**config.mk**
```make
export PLATFORM = sky130hd
export DESIGN_NAME = utf8_mutf8_to_utf16_decoder_flat
export DESIGN_NICKNAME = d
export VERILOG_FILES = /design/src/design/u8dec_pkg.sv /design/src/design/u8dec_if.sv /design/src/design/utf8_mutf8_to_utf16_decoder.sv /design/src/design/u8dec_front.sv /design/src/design/u8dec_queue.sv /design/src/design/u8dec_back.sv /design/src/flat_wrapper.sv
export SDC_FILE = /design/constraint.sdc
export NUM_CORES = 1
export LEC_CHECK = 0
export ABC_CLOCK_PERIOD_IN_PS = 4100
export BUFFER_PORTS_ARGS = -buffer_cell sky130_fd_sc_hd__buf_2
export CELL_PAD_IN_SITES_DETAIL_PLACEMENT = 1
export CELL_PAD_IN_SITES_GLOBAL_PLACEMENT = 1
export CORE_MARGIN = 1.5
export CORE_UTILIZATION = 45
export CTS_CLUSTER_DIAMETER = 120
export DETAILED_ROUTE_END_ITERATION = 12
export PLACE_DENSITY_LB_ADDON = 0.08
export SLEW_MARGIN = 10
export SYNTH_ARGS = -nofsm -noshare
export SYNTH_HDL_FRONTEND = slang
export SYNTH_SLANG_ARGS = --single-unit
export TNS_END_PERCENT = 20
```
**constraint.sdc**
```tcl
create_clock -name i_clk -period 4.1 [get_ports i_clk]
set_input_delay 1.23 -clock i_clk [delete_from_list [all_inputs] [get_ports i_clk]]
set_output_delay 1.23 -clock i_clk [all_outputs]
set_load 0.005 [all_outputs]
```
**src/design/u8dec_pkg.sv**
```systemverilog
package u8dec_pkg;

    // decode_mode codes; any other code accepts either form
    localparam logic [1:0] ModeStrict   = 2'd0;
    localparam logic [1:0] ModeModified = 2'd1;
    localparam logic [1:0] ModeEither   = 2'd2;

    // decoupling queue between front and back
    localparam int QueueDepth = 4;
    localparam int QueueAw    = $clog2(QueueDepth);

    // one decoded byte: zero, one or two units plus end-of-string status
    typedef struct packed {
        logic [15:0] unit0;
        logic [15:0] unit1;
        logic        two;    // unit0 and unit1 both valid
        logic        has;    // unit0 valid (single-unit job)
        logic        last;   // final byte of the string
        logic        ok;     // string status, meaningful with last
    } t_job;

    // pending count right after the lead byte of a sequence
    function automatic logic [1:0] first_pending(input logic [7:0] lead);
        logic [1:0] r;
        if (lead < 8'hE0)      r = 2'd1;
        else if (lead < 8'hF0) r = 2'd2;
        else                   r = 2'd3;
        return r;
    endfunction

endpackage

```
**src/design/u8dec_if.sv**
```systemverilog
// Byte channel into the decoder
interface u8dec_byte_if;
    logic       valid;
    logic       ready;
    logic [7:0] data_byte;
    logic       string_last;

    modport source (output valid, output data_byte, output string_last, input ready);
    modport sink   (input valid, input data_byte, input string_last, output ready);
endinterface

// Code unit channel out of the decoder
interface u8dec_unit_if;
    logic        valid;
    logic        ready;
    logic [15:0] code_unit;
    logic        unit_present;
    logic        string_end;
    logic        string_ok;
    logic        last_result;

    modport source (output valid, output code_unit, output unit_present,
                    output string_end, output string_ok, output last_result,
                    input ready);
    modport sink   (input valid, input code_unit, input unit_present,
                    input string_end, input string_ok, input last_result,
                    output ready);
endinterface

```
**src/design/utf8_mutf8_to_utf16_decoder.sv**
```systemverilog
// Channel   Dir  Word                                         Handshake
// i_byte    in   data_byte[8], string_last                    valid/ready
// o_unit    out  code_unit[16], unit_present, string_end,     valid/ready
//                string_ok, last_result
// i_cfg     in   decode_mode[2] on i_cfg_data                 i_cfg_we
//
// One byte per cycle in while the queue has room; one word per cycle out while
// o_unit.ready is high. A byte that closes a 4-byte scalar yields two words.
// A byte passes the front decode, the queue and the output register in that order.
// A 4-entry queue parts the parser from the output stage so each stalls alone.
// Synchronous active-low reset; mode resets to "either form".
module utf8_mutf8_to_utf16_decoder (
    input  logic          i_clk,
    input  logic          i_rst_n,
    u8dec_byte_if.sink    i_byte,
    u8dec_unit_if.source  o_unit,
    input  logic          i_cfg_we,
    input  logic [1:0]    i_cfg_data
);
    import u8dec_pkg::*;

    logic w_push, w_pop, w_full, w_empty;
    t_job w_job, w_head;

    u8dec_front u_front (
        .i_clk      (i_clk),
        .i_rst_n    (i_rst_n),
        .i_byte     (i_byte),
        .i_cfg_we   (i_cfg_we),
        .i_cfg_data (i_cfg_data),
        .i_full     (w_full),
        .o_push     (w_push),
        .o_job      (w_job)
    );

    u8dec_queue u_queue (
        .i_clk   (i_clk),
        .i_rst_n (i_rst_n),
        .i_push  (w_push),
        .i_job   (w_job),
        .i_pop   (w_pop),
        .o_full  (w_full),
        .o_empty (w_empty),
        .o_head  (w_head)
    );

    u8dec_back u_back (
        .i_clk   (i_clk),
        .i_rst_n (i_rst_n),
        .i_empty (w_empty),
        .i_head  (w_head),
        .o_pop   (w_pop),
        .o_unit  (o_unit)
    );

`ifndef ASSERT_OFF
    // no push into a full queue
    a_no_overflow: assert property (@(posedge i_clk) disable iff (!i_rst_n)
        w_push |-> !w_full) else $error("queue overflow");

    // no pop from an empty queue
    a_no_underflow: assert property (@(posedge i_clk) disable iff (!i_rst_n)
        w_pop |-> !w_empty) else $error("queue underflow");

    // end of string only on the last word of a byte
    a_end_is_last: assert property (@(posedge i_clk) disable iff (!i_rst_n)
        (o_unit.valid && o_unit.string_end) |-> o_unit.last_result)
        else $error("string end before last word");

    // a first-of-pair word is always followed by its partner
    a_pair_follows: assert property (@(posedge i_clk) disable iff (!i_rst_n)
        (o_unit.valid && o_unit.ready && !o_unit.last_result) |=>
        (o_unit.valid && o_unit.unit_present))
        else $error("surrogate pair broken");
`endif

endmodule

```
**src/design/u8dec_front.sv**
```systemverilog
module u8dec_front (
    input  logic              i_clk,
    input  logic              i_rst_n,
    u8dec_byte_if.sink        i_byte,
    input  logic              i_cfg_we,
    input  logic [1:0]        i_cfg_data,
    input  logic              i_full,
    output logic              o_push,
    output u8dec_pkg::t_job   o_job
);
    import u8dec_pkg::*;

    logic [1:0]  r_mode;
    logic [1:0]  r_pend, n_pend;
    logic [7:0]  r_lead, n_lead;
    logic [20:0] r_part, n_part;
    logic        r_strict, n_strict;
    logic        r_mod, n_mod;

    logic        w_accept;
    logic [7:0]  w_b;
    logic        w_second;
    logic [19:0] w_sup;
    logic [1:0]  w_cnt;
    logic [15:0] w_u0, w_u1;

    assign i_byte.ready = !i_full;
    assign w_accept     = i_byte.valid && !i_full;
    assign w_b          = i_byte.data_byte;

    // sequence parser and both validators, one byte per cycle while the queue has room
    always_comb begin
        n_strict = r_strict && (r_mode != ModeModified);
        n_mod    = r_mod && (r_mode != ModeStrict);
        n_pend   = r_pend;
        n_lead   = r_lead;
        n_part   = r_part;
        w_cnt    = 2'd0;
        w_u0     = '0;
        w_u1     = '0;
        w_second = (r_pend == first_pending(r_lead));
        w_sup    = '0;
        if (n_strict || n_mod) begin
            if (r_pend == 2'd0) begin
                if (w_b == 8'h00) begin
                    n_mod = 1'b0;
                    if (n_strict) w_cnt = 2'd1;
                end else if (w_b <= 8'h7F) begin
                    w_cnt = 2'd1;
                    w_u0  = {8'h00, w_b};
                end else if (w_b == 8'hC0) begin
                    n_strict = 1'b0;
                    n_lead   = w_b;
                    n_part   = '0;
                    n_pend   = 2'd1;
                end else if (w_b >= 8'hC2 && w_b <= 8'hDF) begin
                    n_lead = w_b;
                    n_part = {16'h0, w_b[4:0]};
                    n_pend = 2'd1;
                end else if (w_b >= 8'hE0 && w_b <= 8'hEF) begin
                    n_lead = w_b;
                    n_part = {17'h0, w_b[3:0]};
                    n_pend = 2'd2;
                end else if (w_b >= 8'hF0 && w_b <= 8'hF4) begin
                    n_mod  = 1'b0;
                    n_lead = w_b;
                    n_part = {18'h0, w_b[2:0]};
                    n_pend = 2'd3;
                end else begin
                    n_strict = 1'b0;
                    n_mod    = 1'b0;
                end
            end else if (w_b < 8'h80 || w_b > 8'hBF) begin
                n_strict = 1'b0;
                n_mod    = 1'b0;
                n_pend   = 2'd0;
            end else begin
                if (r_lead == 8'hC0 && w_b != 8'h80) n_mod = 1'b0;
                if (w_second) begin
                    if (r_lead == 8'hE0 && w_b < 8'hA0) begin
                        n_strict = 1'b0;
                        n_mod    = 1'b0;
                    end
                    if (r_lead == 8'hED && w_b > 8'h9F) n_strict = 1'b0;
                    if (r_lead == 8'hF0 && w_b < 8'h90) n_strict = 1'b0;
                    if (r_lead == 8'hF4 && w_b > 8'h8F) n_strict = 1'b0;
                end
                n_part = {r_part[14:0], w_b[5:0]};
                n_pend = r_pend - 2'd1;
                w_sup  = n_part[19:0] - 20'h10000;
                if (n_pend == 2'd0 && (n_strict || n_mod)) begin
                    if (r_lead >= 8'hF0) begin
                        // supplementary scalar: surrogate pair
                        w_cnt = 2'd2;
                        w_u0  = 16'hD800 + {6'h0, w_sup[19:10]};
                        w_u1  = 16'hDC00 + {6'h0, w_sup[9:0]};
                    end else begin
                        w_cnt = 2'd1;
                        w_u0  = n_part[15:0];
                    end
                end
            end
        end
    end

    // job record for the back end
    always_comb begin
        o_push     = w_accept && (w_cnt != 2'd0 || i_byte.string_last);
        o_job.unit0 = w_u0;
        o_job.unit1 = w_u1;
        o_job.two   = (w_cnt == 2'd2);
        o_job.has   = (w_cnt == 2'd1);
        o_job.last  = i_byte.string_last;
        o_job.ok    = (n_strict || n_mod) && (n_pend == 2'd0);
    end

    // parser state; the final byte of a string re-arms the validators from the mode
    always_ff @(posedge i_clk) begin
        if (!i_rst_n) begin
            r_mode   <= ModeEither;
            r_pend   <= '0;
            r_lead   <= '0;
            r_part   <= '0;
            r_strict <= 1'b1;
            r_mod    <= 1'b1;
        end else begin
            if (i_cfg_we) r_mode <= i_cfg_data;
            if (w_accept) begin
                if (i_byte.string_last) begin
                    r_pend   <= '0;
                    r_lead   <= '0;
                    r_part   <= '0;
                    r_strict <= (r_mode != ModeModified);
                    r_mod    <= (r_mode != ModeStrict);
                end else begin
                    r_pend   <= n_pend;
                    r_lead   <= n_lead;
                    r_part   <= n_part;
                    r_strict <= n_strict;
                    r_mod    <= n_mod;
                end
            end
        end
    end

endmodule

```
**src/design/u8dec_queue.sv**
```systemverilog
module u8dec_queue (
    input  logic              i_clk,
    input  logic              i_rst_n,
    input  logic              i_push,
    input  u8dec_pkg::t_job   i_job,
    input  logic              i_pop,
    output logic              o_full,
    output logic              o_empty,
    output u8dec_pkg::t_job   o_head
);
    import u8dec_pkg::*;

    t_job               r_mem [QueueDepth];
    logic [QueueAw-1:0] r_wr, r_rd;
    logic [QueueAw:0]   r_cnt;

    assign o_full  = (r_cnt == (QueueAw+1)'(QueueDepth));
    assign o_empty = (r_cnt == '0);
    assign o_head  = r_mem[r_rd];

    // storage
    always_ff @(posedge i_clk) begin
        if (i_push) r_mem[r_wr] <= i_job;
    end

    // pointers and fill count
    always_ff @(posedge i_clk) begin
        if (!i_rst_n) begin
            r_wr  <= '0;
            r_rd  <= '0;
            r_cnt <= '0;
        end else begin
            if (i_push) r_wr <= r_wr + 1'b1;
            if (i_pop)  r_rd <= r_rd + 1'b1;
            case ({i_push, i_pop})
                2'b10:   r_cnt <= r_cnt + 1'b1;
                2'b01:   r_cnt <= r_cnt - 1'b1;
                default: r_cnt <= r_cnt;
            endcase
        end
    end

endmodule

```
**src/design/u8dec_back.sv**
```systemverilog
module u8dec_back (
    input  logic              i_clk,
    input  logic              i_rst_n,
    input  logic              i_empty,
    input  u8dec_pkg::t_job   i_head,
    output logic              o_pop,
    u8dec_unit_if.source      o_unit
);
    import u8dec_pkg::*;

    logic        r_valid;
    logic        r_half;     // first unit of a pair already loaded
    logic [15:0] r_code;
    logic        r_present, r_end, r_ok, r_lastres;
    logic        w_load, w_first;

    assign w_load  = !i_empty && (!r_valid || o_unit.ready);
    assign w_first = i_head.two && !r_half;
    assign o_pop   = w_load && !w_first;

    assign o_unit.valid        = r_valid;
    assign o_unit.code_unit    = r_code;
    assign o_unit.unit_present = r_present;
    assign o_unit.string_end   = r_end;
    assign o_unit.string_ok    = r_ok;
    assign o_unit.last_result  = r_lastres;

    // output word register; a pair job leaves the queue after its second word
    always_ff @(posedge i_clk) begin
        if (!i_rst_n) begin
            r_valid <= 1'b0;
            r_half  <= 1'b0;
        end else if (w_load) begin
            r_valid <= 1'b1;
            r_half  <= w_first;
        end else if (o_unit.ready) begin
            r_valid <= 1'b0;
        end
    end

    always_ff @(posedge i_clk) begin
        if (w_load) begin
            if (w_first) begin
                r_code    <= i_head.unit0;
                r_present <= 1'b1;
                r_end     <= 1'b0;
                r_ok      <= 1'b0;
                r_lastres <= 1'b0;
            end else begin
                r_code    <= i_head.two ? i_head.unit1 : (i_head.has ? i_head.unit0 : '0);
                r_present <= i_head.two || i_head.has;
                r_end     <= i_head.last;
                r_ok      <= i_head.last && i_head.ok;
                r_lastres <= 1'b1;
            end
        end
    end

endmodule

```
**src/flat_wrapper.sv**
```systemverilog
// flat-port wrapper written by rule: the top's interface ports become plain ports
module utf8_mutf8_to_utf16_decoder_flat import u8dec_pkg::*;
  (i_clk, i_rst_n, i_cfg_we, i_cfg_data, i_byte_valid, i_byte_data_byte, i_byte_string_last, i_byte_ready, o_unit_valid, o_unit_code_unit, o_unit_unit_present, o_unit_string_end, o_unit_string_ok, o_unit_last_result, o_unit_ready);
  u8dec_byte_if i_byte_i ();
  u8dec_unit_if o_unit_i ();
  input  logic i_clk;
  input  logic i_rst_n;
  input  logic i_cfg_we;
  input  logic [1:0] i_cfg_data;
  input wire logic [$bits(i_byte_i.valid)-1:0] i_byte_valid;
  input wire logic [$bits(i_byte_i.data_byte)-1:0] i_byte_data_byte;
  input wire logic [$bits(i_byte_i.string_last)-1:0] i_byte_string_last;
  output wire logic [$bits(i_byte_i.ready)-1:0] i_byte_ready;
  output wire logic [$bits(o_unit_i.valid)-1:0] o_unit_valid;
  output wire logic [$bits(o_unit_i.code_unit)-1:0] o_unit_code_unit;
  output wire logic [$bits(o_unit_i.unit_present)-1:0] o_unit_unit_present;
  output wire logic [$bits(o_unit_i.string_end)-1:0] o_unit_string_end;
  output wire logic [$bits(o_unit_i.string_ok)-1:0] o_unit_string_ok;
  output wire logic [$bits(o_unit_i.last_result)-1:0] o_unit_last_result;
  input wire logic [$bits(o_unit_i.ready)-1:0] o_unit_ready;
  assign i_byte_i.valid = i_byte_valid;
  assign i_byte_i.data_byte = i_byte_data_byte;
  assign i_byte_i.string_last = i_byte_string_last;
  assign i_byte_ready = i_byte_i.ready;
  assign o_unit_valid = o_unit_i.valid;
  assign o_unit_code_unit = o_unit_i.code_unit;
  assign o_unit_unit_present = o_unit_i.unit_present;
  assign o_unit_string_end = o_unit_i.string_end;
  assign o_unit_string_ok = o_unit_i.string_ok;
  assign o_unit_last_result = o_unit_i.last_result;
  assign o_unit_i.ready = o_unit_ready;
  utf8_mutf8_to_utf16_decoder u_core (.i_clk(i_clk), .i_rst_n(i_rst_n), .i_byte(i_byte_i), .o_unit(o_unit_i), .i_cfg_we(i_cfg_we), .i_cfg_data(i_cfg_data));
endmodule
```
# After elaboration in Yosys (flattened, before gate mapping)
# Memory sizes are Yosys's and may differ from the RTL's. A register that Yosys moved wholly into a read port is not among the register bits.
# Cells that the tools add are included.
# word_totals
output_inout_bits,22
reg_bits,57
in_bits,16
word_cells,200
n_memories,1
ram_bits,144
# op_classes
muxes,95
addsub,8
n_eq_ne,20
order_cmp,16
reduce_logical,44
# memory_table
name,depth,word_bits,rd,rd_ports_with_merged_regs,write_ports,line_no,text
u_core.u_queue.r_mem,4,36,1,1,1,u8dec_queue.sv:13,t_job r_mem [QueueDepth];
# ops
op,count
16-bit two-way mux,13
14-bit two-way mux,10
8-bit two-way mux,11
"8-bit == test, second input constant",6
1-bit two-way mux,41
"8-bit less-than comparator, second input constant",5
2-bit two-way mux,19
"15-bit by 11-bit adder with 16-bit output, first input constant",2
"8-bit greater-or-equal comparator, second input constant",4
"8-bit greater-than comparator, second input constant",3
"8-bit <= comparator, second input constant",3
"20-bit by 17-bit subtractor with 20-bit output, second input constant",1
1-bit logical AND,18
6-bit AND reduction,2
2-bit nonzero test,6
"3-bit inequality test, second input constant",3
"8-bit by 7-bit <= comparator with 1-bit output, second input constant",1
8-bit logical NOT,1
"8-bit inequality test, second input constant",1
1-bit logical OR,7
2-bit logical NOT,3
"6-bit by 2-bit inequality test with 1-bit output, second input constant",1
3-bit one-hot mux with 2 select lines,1
1-bit logical NOT,5
12 further kinds,16

# Longest topological paths before layout
# depth
word_depth,21
mapped_depth,14
ltp_nobuf,12

# Hierarchy
# From an unflattened synthesis, not the netlist that was laid out.
# hier_totals
hier_cells,579
hier_area_um2,8906.0
# by_module_without_submodules
mod,n_inst,seq_area_each_um2,cells_per_inst,area_per_inst_um2
u8dec_queue,1,4504.3,234,5699.2
u8dec_front,1,560.5,271,2122.0
u8dec_back,1,640.6,74,1084.8

# Worst setup path before layout
# OpenSTA, ideal clock, no wires.
# synth_timing
path_kind,input to register
start,input i_byte_data_byte[7]
end,register u_core.u_queue.r_cnt[2]
path_slack_ps,-51
path_buffers,1
arrival_time_ps,4076
t_required_ps,4024
setup_time_ps,76
path_stages,12
path_cell_list,inv_2 > or3_1 > or3_1 > buf_2 > or4_4 > o211ai_2 > inv_2 > ha_1 > fa_1 > xnor2_1 > or3_1 > a21boi_0
# synth_via
elab_chain_cells,21
elab_cells_between_ends,44
classes_between,order compare (7); eq/ne (3); mux (21); reduce/logical (13)
# synth_lines
element,line_no,text
from (decl),flat_wrapper.sv:11,input wire logic [$bits(i_byte_i.data_byte)-1:0] i_byte_data_byte;
8-bit less-than comparator,u8dec_front.sv:80,if (r_lead == 8'hE0 && w_b < 8'hA0) begin
1-bit logical AND,u8dec_front.sv:80,
1-bit two-way mux,u8dec_front.sv:80,
1-bit two-way mux,u8dec_front.sv:84,if (r_lead == 8'hED && w_b > 8'h9F) n_strict = 1'b0;
1-bit two-way mux,u8dec_front.sv:85,if (r_lead == 8'hF0 && w_b < 8'h90) n_strict = 1'b0;
1-bit two-way mux,u8dec_front.sv:86,if (r_lead == 8'hF4 && w_b > 8'h8F) n_strict = 1'b0;
1-bit two-way mux,u8dec_front.sv:79,if (w_second) begin
1-bit two-way mux,u8dec_front.sv:73,end else if (w_b < 8'h80 || w_b > 8'hBF) begin
[... 5 more ...],-,
2-bit two-way mux,u8dec_front.sv:73,
2-bit two-way mux *,u8dec_front.sv:44,if (r_pend == 2'd0) begin
2-bit two-way mux *,u8dec_front.sv:43,if (n_strict || n_mod) begin
2-bit nonzero test *,u8dec_front.sv:108,o_push = w_accept && (w_cnt != 2'd0 || i_byte.string_last);
1-bit logical OR *,u8dec_front.sv:108,
1-bit logical AND *,u8dec_front.sv:108,
2-bit by 1-bit == test with 1-bit output / 2-bit == test (equally long branches),u8dec_queue.sv:35,"case ({i_push, i_pop})"
3-bit one-hot mux with 2 select lines / 2-bit nonzero test (equally long branches),-,
to (signal assigned),u8dec_queue.sv:36,2'b10: r_cnt <= r_cnt + 1'b1;
to (signal assigned),u8dec_queue.sv:37,2'b01: r_cnt <= r_cnt - 1'b1;
to (signal assigned),u8dec_queue.sv:38,default: r_cnt <= r_cnt;
to (decl),u8dec_queue.sv:15,logic [QueueAw:0] r_cnt;
# Every way passes the cells marked *; elsewhere a longest branch is shown, timed or not. The select of a mux whose other input is x is not followed.
# A chain may end at the register's enable or synchronous reset.

# Worst setup path in the final report
# Ends and elaborated chain as after synthesis.

==> impl_metrics.yaml <==
sta:
  slew_viol_final: 0
  finalHoldViolations: 0
  rsz0062_at_grt: "false"
  period_share_pct: 91.45
  finalSetupViolCount: 0
  worst_pin_slew_ns: 0.7701
  max_freq_ghz: 0.2667
  slew_headroom_pct: 48.66
  whs_ns: 0.4782
  finalClockSkew_ns: 0.01136
  fin_tns_setup_ns: 0
  fin_crit_ns: 3.750
global_routing:
  grt_pass1_vias: 5149
  antenna_found_initial: 0
  track_usage_pct: 21.45
  grt_pass1_wl_microns: 28610
  grt_overflow_total: 0
  grt_start_max_net_pins: 35
synthesis:
  syn_nets: 573
  ys_types: 57
  ys_seq_area_share_pct: 65.37
  synthFlopType: "edfxtp_1"
  synth.avg_cell_area_sq_um: 14.25
  syn_inst: 548
  async_flop_share_pct: 0
  synth-edff-count: 144
  synth_seq_cells: 183
  yosysWarningCount: 0
  syn-cell-area_sq_mm: 0.007809
setup_path:
  critPathMaxStageDelay_ns: 0.55
  start_kind: "input port"
  cpMostUsedCell: "or3_1"
  worstPathRequired_ns: 4.46
  crit_chain: "buf_2 > inv_2 > or3_1 > or3_1 > or4_4 > o211ai_2 > inv_2 > ha_4 > fa_1 > xnor2_1 > or3_1 > a21boi_0"
  cp.arrival_ns: 4.11
  critPathMaxFanout: 3
  critPathSlowestCell: "or4_4"
  crit_type: "in2reg"
  end_kind: "register"
  cp_top_family: "simple AND/OR/NAND/NOR gates"
  cp_num_buf_inv: 3
finish:
  final-seq-area_sq_mm: 0.005106
  areaGrowthSynthToFinish_pct: 15.53
  fin_area_sq_mm: 0.009021
  multi_input_area_sq_mm: 0.002509
  fin_cells: 840
  layout-drive-gt1-share_pct: 22.74
  n_antenna_cell: 0
  finalNetCount: 633
  n_fill_cell: 1646
run_status:
  status: "finished clean"
cts:
  htree_levels: 4
  ctsHoldBuffers: 0
  clock-sinks: 183
  numCtsBuffers: 17
  cts_root_buffer: "clkbuf_16"
  cts_setup_buffers: 0
  clockBufferDepth: 2
  clkSlewWorstSetupHoldPaths_ns: 0.07
  insertion_delay_ns: 0.43
  cts_tree: "done"
  ctsResizeCount: 0
power:
  fin_total_pwr_mw: 5.123
  power_density_mw_per_mm2: 567.9
  ir_drop_v: 0.0002871
  leakage_nw: 3.161
route:
  drt-total-wl_microns: 18000
  drc: 0
  dr.pass1.iters: 5
  via_count: 4708
  drt-vias-per-instance: 5.605
  wire_per_inst_microns: 21.43
  drtAntennaViolNets: 0
  drt_iter0_markers: 254
place:
  gp_congestion: 0.8153
  portBuffers: 37
  hpwl_microns: 12240
  post_dp_cell_area_sq_mm: 0.008459
  dp.cells: 809
flow_run:
  drv_cap: 0
floorplan:
  die_height_microns: 134.7
  start_util_pct: 46.59
  core_sq_mm: 0.01676
  ios: 38
  die_area_sq_mm: 0.01815
  placementRows: 47
  die_x_microns: 134.7
hold_path:
  hp-class: "reg2reg"
## layout make-up
type / instances / share of cell area (%)
clock inverter: 14 / 1.512
multi-input combinational: 310 / 27.81
timing repair buffer: 67 / 5.104
tap: 220 / 3.051
inverter: 29 / 1.207
clock buffer: 17 / 4.716
sequential: 183 / 56.60
## worst paths after layout
path	cells after the start	from	slack [ns]	end
worst max-delay path	12	i_byte_data_byte[7]	0.35	u_core.u_queue.r_cnt[2]
worst min-delay path	2	u_core.u_front.r_lead[6]	0.48	u_core.u_front.r_lead[6]
worst max register to register	12	u_core.u_front.r_pend[1]	0.59	u_core.u_queue.r_cnt[2]
worst min register to register	2	u_core.u_front.r_lead[6]	0.48	u_core.u_front.r_lead[6]
## state kept, by name (all words and copies together) (netlist names), named ones only
name                               count
u_core.u_queue.r_mem                 124
u_core.u_back.o_unit.code_unit        16
u_core.u_front.r_part                 14
u_core.u_front.r_lead                  8
u_core.u_queue.r_cnt                   3
u_core.u_front.r_mode                  2
u_core.u_front.r_pend                  2
u_core.u_queue.r_rd                    2
u_core.u_queue.r_wr                    2
u_core.u_back.o_unit.last_result       1
u_core.u_back.o_unit.string_end        1
u_core.u_back.o_unit.string_ok         1
u_core.u_back.o_unit.unit_present      1
u_core.u_back.o_unit.valid             1
u_core.u_back.r_half                   1
u_core.u_front.r_mod                   1
u_core.u_front.r_strict                1
## where the power goes
part | total, mW | switching, mW | internal (mW)
combinational | 1.17 | 0.632 | 0.538
sequential | 2.41 | 0.0907 | 2.32
clock | 1.54 | 0.743 | 0.800
total | 5.12 | 1.47 | 3.66
## metrics by stage
| step | util, % | setup slack, ns |
|---|---|---|
| 2_1_floorplan | - | 0.003809 |
| 3_3_place_gp | 50.47 | -0.02281 |
| 3_5_place_dp | 50.47 | -0.1107 |
| 4_1_cts | 53.83 | 0.3496 |
| 5_1_grt | 53.83 | 0.2285 |
| 6_report | 53.83 | 0.3504 |
## placed cells by master (no fill, tap or decap), types with 7 or more instances in the layout
| cell | instances |
|---|---|
| o21ai_1 | 8 |
| o21a_1 | 7 |
| buf_2 | 37 |
| a21oi_1 | 8 |
| a22o_1 | 9 |
| nand3_1 | 9 |
| nor3_1 | 8 |
| buf_4 | 26 |
| mux2i_1 | 25 |
| nor2_1 | 12 |
| mux4_2 | 31 |
| nand2_1 | 65 |
| clkbuf_16 | 17 |
| dfxtp_1 | 38 |
| o21ai_0 | 17 |
| edfxtp_1 | 144 |
| ha_1 | 7 |
| and2_1 | 27 |
| inv_1 | 25 |
## kinds of logic after synthesis
family,after synthesis,synth area share (%)
buf+inv,55,2.724
compound gates,83,7.387
xor+xnor,8,0.8972
fa+ha+maj,9,1.538
mux,56,12.15
simple gates,154,9.934
flops,183,65.37
## cells in the mapped netlist (all sizes together), types with 2 or more instances
cell | instances | area, sq um
nand2b | 6 | 37.54
a32o | 2 | 20.02
xnor2 | 4 | 35.03
or3 | 3 | 18.77
a211oi | 2 | 15.01
or4 | 3 | 26.27
mux2i | 25 | 250.2
ha | 8 | 100.1
nor2b | 5 | 31.28
nor2 | 12 | 45.04
o221ai | 2 | 17.52
nand3 | 9 | 45.04
edfxtp | 144 | 4324
a31oi | 3 | 18.77
nand2 | 65 | 244.0
nor4 | 3 | 25.02
o21a | 7 | 52.55
buf | 8 | 36.28
a21oi | 9 | 48.80
and3 | 4 | 25.02
nor4b | 2 | 17.52
o21ai | 25 | 125.1
a21boi | 2 | 15.01
a22o | 9 | 78.83
inv | 29 | 108.9
nor3 | 9 | 45.04
o32ai | 4 | 35.03
and2 | 27 | 168.9
o22ai | 3 | 18.77
a21o | 3 | 22.52
clkbuf | 18 | 67.56
dfxtp | 39 | 780.8
mux4 | 31 | 698.2
xor2 | 4 | 35.03
o2111ai | 3 | 26.28
## worst register-to-register path, cell delays in order (launching register included)
cell and delay, ns:
dfxtp_1 0.45, inv_1 0.10, ha_1 0.20, or3_1 0.33
or3_1 0.43, or4_4 0.55, o211ai_2 0.10, inv_2 0.08
ha_4 0.17, fa_1 0.42, xnor2_1 0.14, or3_1 0.29
a21boi_0 0.17
## routing by layer
| layer | part of all wire, % | track usage [%] | vias up |
|---|---|---|---|
| li1 | - | - | 2184 |
| met1 | 45 | 27.97 | 2427 |
| met4 | 1.6 | 6.810 | 0 |
| met3 | 2.9 | 4.054 | 19 |
| met2 | 51 | 36.52 | 78 |
| met5 | 0 | 0 | - |
No activity file was read; power rests on OpenSTA's default activity.
